`src/hdl/string_key_hash_map_macros.svh`:
```
// -----------------------------------------------------------------------------
// string_key_hash_map_macros
// Assertion macros shared by the hash map RTL.
// -----------------------------------------------------------------------------
`ifndef STRING_KEY_HASH_MAP_MACROS_SVH
`define STRING_KEY_HASH_MAP_MACROS_SVH

// Asserts that prop holds at every rising edge outside reset.
`define SKHM_ASSERT(label, prop, msg) \
  label: assert property (@(posedge clk) disable iff (rst) (prop)) else $error(msg);

// Asserts an implication checked at every rising edge, reset included.
`define SKHM_ASSERT_ALWAYS(label, prop, msg) \
  label: assert property (@(posedge clk) (prop)) else $error(msg);

`endif

```
`src/hdl/skhm_pkg.sv`:
```
// -----------------------------------------------------------------------------
// skhm_pkg
// Types, constants and the hash step shared by the hash map modules.
// -----------------------------------------------------------------------------
`timescale 1ns / 1ps
`default_nettype none
package skhm_pkg;
  localparam int CAPACITY_DEFAULT = 256;
  localparam int MAX_KEY_BYTES_DEFAULT = 16;
  localparam logic [63:0] FNV_BASIS = 64'hcbf29ce484222325;
  localparam logic [63:0] FNV_MUL = 64'h00000100000001b3;

  typedef enum logic [2:0] {
    ST_INSERTED  = 3'd0,
    ST_UPDATED   = 3'd1,
    ST_FOUND     = 3'd2,
    ST_NOT_FOUND = 3'd3,
    ST_FULL      = 3'd4,
    ST_TOO_LONG  = 3'd5
  } status_t;

  typedef struct packed {
    logic        kind;
    logic        byte_valid;
    logic [7:0]  key_byte;
    logic        key_last;
    logic [63:0] value_in;
  } in_beat_t;

  typedef struct packed {
    logic [2:0]  status;
    logic [63:0] value_out;
    logic [7:0]  slot;
    logic [8:0]  entry_count;
  } out_beat_t;

  typedef enum logic [2:0] {
    S_IDLE,
    S_HASH,
    S_READ,
    S_CHECK,
    S_DONE
  } ctrl_state_t;

  typedef struct packed {
    logic take_byte;
    logic hash_step;
    logic start_probe;
    logic mem_read;
    logic advance;
    logic finish_match;
    logic finish_insert;
    logic finish_miss;
    logic finish_full;
    logic finish_long;
  } cmd_t;

  typedef struct packed {
    logic is_last;
    logic overflow;
    logic occupied;
    logic key_hit;
    logic wrapped_all;
  } stat_t;

  // FNV-1a multiply: the prime is 2^40 + 435, so the product modulo 2^64 is a
  // small constant multiply plus a shift.
  function automatic logic [63:0] fnv_step(input logic [63:0] h);
    logic [63:0] lo;
    lo = h * 64'd435;
    return lo + {h[23:0], 40'd0};
  endfunction
endpackage
`default_nettype wire

```
`src/hdl/skhm_ctrl.sv`:
```
// -----------------------------------------------------------------------------
// skhm_ctrl
// Sequencer for byte collection, linear probing and result delivery.
// -----------------------------------------------------------------------------
`timescale 1ns / 1ps
`default_nettype none
module skhm_ctrl (
  input  wire logic           clk,
  input  wire logic           rst,
  input  wire logic           in_valid,
  output logic                in_ready,
  output logic                out_valid,
  input  wire logic           out_ready,
  input  wire skhm_pkg::stat_t stat,
  output skhm_pkg::cmd_t     cmd
);
  import skhm_pkg::*;

  ctrl_state_t state, state_next;

  always_ff @(posedge clk) begin
    if (rst) begin
      state <= S_IDLE;
    end else begin
      state <= state_next;
    end
  end

  always_comb begin
    state_next = state;
    unique case (state)
      S_IDLE: begin
        if (in_valid) state_next = S_HASH;
      end
      S_HASH: begin
        if (!stat.is_last) state_next = S_IDLE;
        else if (stat.overflow) state_next = S_DONE;
        else state_next = S_READ;
      end
      S_READ: state_next = S_CHECK;
      S_CHECK: begin
        if (!stat.occupied || stat.key_hit || stat.wrapped_all) state_next = S_DONE;
        else state_next = S_READ;
      end
      S_DONE: begin
        if (out_ready) state_next = S_IDLE;
      end
      default: state_next = S_IDLE;
    endcase
  end

  always_comb begin
    cmd = '0;
    in_ready = 1'b0;
    out_valid = 1'b0;
    unique case (state)
      S_IDLE: begin
        in_ready = 1'b1;
        cmd.take_byte = in_valid;
      end
      S_HASH: begin
        cmd.hash_step = 1'b1;
        cmd.start_probe = stat.is_last && !stat.overflow;
        cmd.finish_long = stat.is_last && stat.overflow;
      end
      S_READ: cmd.mem_read = 1'b1;
      S_CHECK: begin
        if (stat.occupied && stat.key_hit) cmd.finish_match = 1'b1;
        else if (!stat.occupied) cmd.finish_insert = 1'b1;
        else if (stat.wrapped_all) cmd.finish_full = 1'b1;
        else cmd.advance = 1'b1;
      end
      S_DONE: out_valid = 1'b1;
      default: ;
    endcase
  end
endmodule
`default_nettype wire

```
`config.mk`:
```
export PLATFORM = sky130hd
export DESIGN_NAME = skhm_ctrl
export DESIGN_NICKNAME = d
export VERILOG_FILES = /design/src/hdl/string_key_hash_map_macros.svh /design/src/hdl/skhm_pkg.sv /design/src/hdl/skhm_ctrl.sv
export SDC_FILE = /design/constraint.sdc
export NUM_CORES = 1
export LEC_CHECK = 0
export ABC_AREA = 1
export BUFFER_PORTS_ARGS = -buffer_cell sky130_fd_sc_hd__buf_4
export CORE_AREA = 5 5 42 44
export CTS_BUF_LIST = sky130_fd_sc_hd__clkbuf_4
export DETAILED_ROUTE_END_ITERATION = 16
export DIE_AREA = 0 0 47 49
export HOLD_SLACK_MARGIN = 0.12
export PLACE_DENSITY = 0.55
export SLEW_MARGIN = 40
export SYNTH_ARGS = -nofsm -noshare
export SYNTH_HDL_FRONTEND = slang
export SYNTH_SLANG_ARGS = --single-unit
```
`constraint.sdc`:
```
create_clock -name clk -period 1.39 [get_ports clk]
set_input_delay 0 -clock clk [delete_from_list [all_inputs] [get_ports clk]]
set_output_delay 0 -clock clk [all_outputs]
set_load 0.05 [all_outputs]
```
# After elaboration in Yosys (flattened, before gate mapping)
# Cells that the tools add are included.
dict set report classes {
  reduce_logical 9
  eq_ne 6
  muxes 23
}
# cell n
set ops {}
lappend ops {{3-bit two-way mux} 6}
lappend ops {{1-bit two-way mux} 15}
lappend ops {{3-bit one-hot mux with 5 select lines} 1}
lappend ops {{3-bit by 2-bit equality test with 1-bit output, second input constant} 2}
lappend ops {{2-bit inequality test, second input constant} 2}
lappend ops {{3-bit by 1-bit equality test with 1-bit output, second input constant} 1}
lappend ops {{3-bit equality test, second input constant} 1}
lappend ops {{1-bit logical AND} 3}
lappend ops {{3-bit zero test} 1}
lappend ops {{1-bit zero test} 2}
lappend ops {{1-bit logical OR} 2}
lappend ops {{2-bit two-way mux} 1}
lappend ops {{2-bit AND reduction} 1}
dict set report totals {
  out_inout_bits 12
  register_bits 3
}

# Depth between registers and ports, before layout
# Gate-level depths: netlist of the first run.
dict set report depth {
  depth_word 5
  depth_mapped 7
  mapped_depth_nobuf 7
}

# Worst setup path after synthesis of the first run
# OpenSTA, ideal clock, no wires.
dict set report synth_timing {
  path_kind {reg2out}
  from {register state[1]}
  to {output port cmd[4] (netlist bit)}
  path_stages_with_launch 5
  setup_slack_ns -0.268
  path_buffers 0
  arrival_ns 1.658
  path_cell_list {dfxtp_1 nand2_1 nor2_2 inv_1 nor3_1}
}
# element line_no
set synth_lines {}
lappend synth_lines {{start: declaration} skhm_ctrl.sv:19} ;# ctrl_state_t state, state_next;
lappend synth_lines {{start signal: assignment} skhm_ctrl.sv:25} ;# state <= state_next;
lappend synth_lines {{end: declaration} skhm_ctrl.sv:15} ;# output skhm_pkg::cmd_t cmd

==> run metrics, run 1 <==
status finished clean; cell taking the most area after synthesis inv_1; Min Clock Period, post-route 1.19 ns; FMAX 842 MHz; global route total overflow 0; Starting DRT DRC Count 5; Core Util, Final 35.2%; CTS buffer count 3; cell area after layout 493 sq um; placed inst area 444 sq um; Clock transition at path regs 0.03 ns; setup repair bufs after CTS 0; reg2reg end state[1]; Die Area 0.00230 sq mm; DR DRC count 0; top flop regs state (3); vias in the first global route 331; Worst Setup EP cmd[1]; Vias/cell 3.88; Top FF cell, synth dfxtp_1; Worst Path Arrival 1.19 ns; H-tree depth 1; clk root buf clkbuf_4; Mapped Area 275 sq um; CP peak stage delay 0.35 ns; Worst Reg-to-Reg Cells 6; die height 49 microns; Netlist cell types 10; first-pass GRT wire length 1.24 mm; Critical Path Slowest Stage Cell dfxtp_2; number of synthesized flops with an enable pin 0; largest net degree at the start of global routing 5; warnings from Yosys 0; leakage 0.330 nW; pre-CTS WS 0.359 ns; max_cap viols 0; synthesis-to-finish area growth 79.1%; Net count, final 86; required time worst endpoint 1.39 ns; Max VDD drop 0.694 mV; skew final 0.00327 ns; Detail Placement HPWL 644 microns; Final Setup Violations 0; Max Buffers Root-to-Sink 2; Critical Path Start Type register; CP startpoint state[1]; GRT Util Overall 7.17%; total chip power 438 uW; FF+latch count, synth 3; vias 357; filler cell count 175; most flop-heavy register state; R2R setup slack 0.44 ns; most frequent cells after synthesis inv_1 (19), nand2_1 (11), nand3_1 (7), nor2_1 (7), dfxtp_1 (3); most common cell in the netlist inv_1; max reg flops 3; worst hold path startpoint in_valid; register area share after synthesis 21.8%; Routed WL 722 microns; Ant. Diodes 0; initial antenna violation count 0; Clock Latency Late Sink 0.23 ns; share of flip-flops with an asynchronous set or reset 0%; final std cells w/o fill 92; Worst R2R Start state[0]; initial core utilization 19.6%; clk sinks 3; syn nets 62; Mapped Cells 53; GPL Wtd Cong 0.706; Placed Cells 87; CP endpoint kind output port; Die W 47 microns; top cells by area, synth inv_1 (26%), dfxtp_1 (22%), nand2_1 (15%), nand3_1 (13%), nor2_1 (9.5%); IO Port Bufs 19; Tightest Hold Check Type in -> reg; Synth Area per Inst 5.19 sq um; final worst path period share 85.5%; area occupied by multi-input gates 150 sq um; FF/Latch Area 61.3 sq um; share of the synthesized area in the top cell type 25.9%; RSZ-0062 raised after global routing false; row count 14; Routed Antenna Nets 0; setup tns final 0 ns; CP Class reg -> out; CTS tree done; wire per inst 7.85 microns; worst-path maximum fanout 4; PwrDens 889 mW/mm^2; critical-path cell list nand2_1, nor2_2, inv_1, nor4_4, buf_6; Fin Hold WS 0.132 ns; fin worst setup slack 0.202 ns; TritonRoute pass-1 iters 2; num ports 21; core area 0.00140 sq mm; Pins Over Slew Limit 0; Final Hold Viols 0; layout cells sized above 1 36.8%
==> report_power, final <==
group / internal (mW) / total [mW] / switching, mW
clock network: 0.127 / 0.169 / 0.0424
logic: 0.0545 / 0.170 / 0.116
registers: 0.0931 / 0.0984 / 0.00532
total: 0.274 / 0.438 / 0.164
==> placed cells by master (no fill, tap or decap), types with 2 or more instances in the layout <==
| cell type | Yosys | final |
|---|---|---|
| inv_1 | 19 | 19 |
| nand2_1 | 11 | 11 |
| buf_6 | 0 | 2 |
| nand3_1 | 7 | 7 |
| dfxtp_1 | 3 | 2 |
| buf_4 | 1 | 17 |
| nor2_2 | 2 | 2 |
| clkbuf_4 | 0 | 4 |
| nor2_1 | 7 | 7 |
==> cell type report <==
class                   count  area share (%)
repair buffers             20            32.5
multi-input cells          30            30.5
flip-flops and latches      3            12.4
clock buffers               4            6.09
well taps                  16            4.06
inverters                  19            14.5
==> worst max-delay path, delay by kind of cell, from the launching register on <==
| family | cells | cell delay, ns |
|---|---|---|
| buf+inv | 2 | 0.29 |
| flops | 1 | 0.35 |
| simple gates | 3 | 0.33 |
==> worst min-delay path by stage <==
stage               slack (ns)  depth (start not counted)        to
floorplan                 0.07                          1    cmd[1]
global placement          0.17                          2  state[0]
detailed placement        0.17                          2  state[0]
CTS                       0.14                          5  state[0]
global route              0.18                          5  state[0]
finish                    0.13                          5  state[0]
==> routing by layer <==
metal  vias to the layer above  routed length, microns  GRT usage (%)
li1                        192                       -              -
met1                       156                     277           8.10
met2                         9                     375           11.3
met3                         0                      68           4.43
met4                         0                       0           1.38
met5                         -                       0              0
==> repair_timing <==
item / CTS / global route
hold buffers: 1 / 0
setup endpoints to repair: 0 / 2
endpoints found under the hold margin: 3 / 0
gates resized for setup: 0 / 3
==> cell families (layout without fill, tap and decap cells) <==
kind of cell           Yosys count  after routing  share of synthesized area [%]
buffers and inverters           20             43                           28.6
DFF                              3              3                           21.8
other                            1              1                           1.36
and+or+nand+nor                 29             29                           48.2
Power figures use the tool's default switching activity.
==> run 2, diff against run 1 <==
- ABC_AREA: 1 -> 0
- PLACE_DENSITY: 0.55 -> 0.53
==> run metrics, run 2 <==
skew final 0.00231 ns (-0.000962 ns); Starting DRT DRC Count 1 (-4); initial antenna violation count 0 (unchanged); Die W 47 microns (unchanged); status finished clean; Min Clock Period, post-route 1.30 ns (+0.110 ns); Max Buffers Root-to-Sink 2 (unchanged); Max VDD drop 0.473 mV (-32%); most frequent cells in the layout buf_4 (20), nor2_1 (5), dlygate4sd3_1 (5); met1 GRT Util 9.21% (+1.1 points); syn nets 40 (-35%); most common cell in the netlist nor2_1; DR DRC count 0 (unchanged); Ant. Diodes 0 (unchanged); most frequent cells after synthesis nor2_1 (5), dfxtp_1 (3), and3_1 (2), buf_4 (2), nor3_1 (2); synthesis-to-finish area growth 106%; Clock Latency Late Sink 0.23 ns (about the same); CTS tree done; Netlist cell types 22 (+12); clk root buf clkbuf_4; row count 14 (unchanged); Net count, final 68 (-21%); top cells by area, synth dfxtp_1 (25%), nor2_1 (7.7%), buf_4 (6.2%), and3_1 (5.1%), nor3b_2 (5.1%); Top FF cell, synth dfxtp_1; Detail Placement HPWL 571 microns (-11%); FF+latch count, synth 3 (unchanged); max reg flops 3 (unchanged); Synth Area in Compound Gates 11.8% (+12 points); total chip power 383 uW (-13%); PwrDens 762 mW/mm^2 (-14%); num ports 21 (unchanged); Worst Path Arrival 1.30 ns (+0.11 ns); initial core utilization 17.4% (-2.2 points); Synth Area per Inst 7.87 sq um (+52%); pre-CTS WS 0.197 ns (-0.162 ns); Sw Pwr 113 uW (-31%); Final Setup Violations 0 (unchanged); CTS buffer count 3 (unchanged); top flop regs state (3); GRT Util Overall 7.67% (+0.50 points); H-tree depth 1 (unchanged); GRT busiest layer met2; RSZ-0062 raised after global routing false; Tightest Hold Check Type in -> reg; Combinational Power Share 29.9% (-9.0 points); Critical Path Start Type register; placed inst area 412 sq um (-7.3%); warnings from Yosys 0 (unchanged); Pins Over Slew Limit 0 (unchanged); final worst path period share 93.4% (+7.9 points); register area share after synthesis 24.6% (+2.8 points); cell-internal power 270 uW (-1.8%); Clock transition at path regs 0.04 ns (about the same); xor/xnor share of the synthesized area 0% (unchanged); Routed Antenna Nets 0 (unchanged); worst-path maximum fanout 9 (+5); required time worst endpoint 1.39 ns (about the same); Synth Area in Simple Gates 55.9% (+7.7 points); global route total overflow 0 (unchanged); Die Area 0.00230 sq mm (unchanged); share of the synthesized area in the top cell type 24.6% (-1.3 points); Core Util, Final 35.8% (+0.63 points); clk sinks 3 (unchanged); max_cap viols 0 (unchanged); Vias/cell 4.22 (+8.7%); GR Util met2 10.4% (-0.90 points); clock power share 44.5% (+5.9 points); CP Class reg -> out; Mapped Cells 31 (-42%); leading cell type in the layout, fill and taps excluded buf_4; setup tns final 0 ns (unchanged); CP endpoint kind output port; Synth Area in Adders 0% (unchanged); largest net degree at the start of global routing 10 (+5); cell area after layout 502 sq um (+1.8%); vias in the first global route 324 (-2.1%); layout cells sized above 1 56.9% (+20 points); largest family of logic cells by synthesized area simple AND/OR/NAND/NOR gates; Routed WL 723 microns (+0.14%); cell taking the most area after synthesis dfxtp_1; FMAX 771 MHz (-8.5%); share of flip-flops with an asynchronous set or reset 0% (unchanged); fin worst setup slack 0.0923 ns (-0.110 ns); grt met3 use 2.21% (-2.2 points); mux contribution to synthesized area 0% (unchanged); CP peak stage delay 0.41 ns (+0.06 ns); Mapped Area 244 sq um (-11%); Seq pwr share 25.6% (+3.1 points); most flop-heavy register state; number of synthesized flops with an enable pin 0 (unchanged); Final Hold Viols 0 (unchanged); leakage 0.259 nW (-22%); critical-path cell list nor3b_4, and3b_2, buf_4; vias 312 (-13%); core area 0.00140 sq mm (unchanged); Switching Share 29.5% (-7.8 points); GPL Wtd Cong 0.687 (-2.7%); Critical Path Slowest Stage Cell dfxtp_2; wire per inst 9.77 microns (+24%); die height 49 microns (unchanged); first-pass GRT wire length 1.26 mm (+1.0%); TritonRoute pass-1 iters 4 (+2); IO Port Bufs 19 (unchanged)
==> run 2: cell count changes after synthesis, sizes merged, moves of 2 or more <==
cell | before | now
and3 | 0 | 2
and3b | 0 | 2
inv | 19 | 0
nand2 | 11 | 1
nand3 | 7 | 0
nor2 | 9 | 5
nor3b | 0 | 2
==> run 2: layout make-up <==
class	count	area [sq um]
Clock buffer	4	30.0
Timing Repair Buffer	25	200
Multi-Input combinational cell	26	188
Sequential cell	3	63.8
Tap cell	16	20.0
Fill cell	165	900
==> run 2: worst max-delay path: cells and delay by family, from the launching register on <==
family / cells / cell delay (ns)
DFF: 1 / 0.41
buffers and inverters: 1 / 0.19
and+or+nand+nor: 2 / 0.46
==> run 2: repair_timing <==
item,CTS,global route
endpoints found under the hold margin,2,0
setup endpoints to repair,1,2
buffers inserted,0,1
resized for setup,1,1
hold buffers,5,0
==> run 2: path summary, 6_finish.rpt <==
check        startpoint        to  slack [ns]  depth (start not counted)
min reg2reg    state[0]  state[2]        0.65                          3
max            state[0]    cmd[7]        0.09                          3
min             stat[0]  state[2]        0.21                          4
max reg2reg    state[1]  state[0]        0.12                          3
==> run 2: power groups by stage <==
| stage | Sequential [mW] | Clock (mW) | Combinational [mW] |
|---|---|---|---|
| 3_5_place_dp | 0.0990 | 0 | 0.101 |
| 4_1_cts | 0.0979 | 0.174 | 0.112 |
| 5_1_grt | 0.0988 | 0.180 | 0.123 |
| 3_3_place_gp | 0.0991 | 0 | 0.101 |
| 6_report | 0.0979 | 0.170 | 0.114 |
| 2_1_floorplan | 0.0941 | 0 | 0.0723 |
==> run 2: cell families after synthesis <==
| family | after synthesis |
|---|---|
| AO/OA/AOI/OAI | 4 |
| buffers and inverters | 2 |
| flip-flops | 3 |
| other | 1 |
| AND/OR/NAND/NOR | 21 |
==> run 2: per-stage QoR <==
stage,hold WS [ns],std cells
6_report,0.211,74
5_1_grt,0.293,74
4_1_cts,0.225,73
3_5_place_dp,0.184,64
3_3_place_gp,0.181,64
2_1_floorplan,0.0696,31
==> run 2: per-layer routing <==
| metal | vias up | share of wire (%) |
|---|---|---|
| met2 | 15 | 46 |
| met1 | 130 | 43 |
| met5 | - | 0 |
| li1 | 167 | - |
| met4 | 0 | 0 |
| met3 | 0 | 11 |
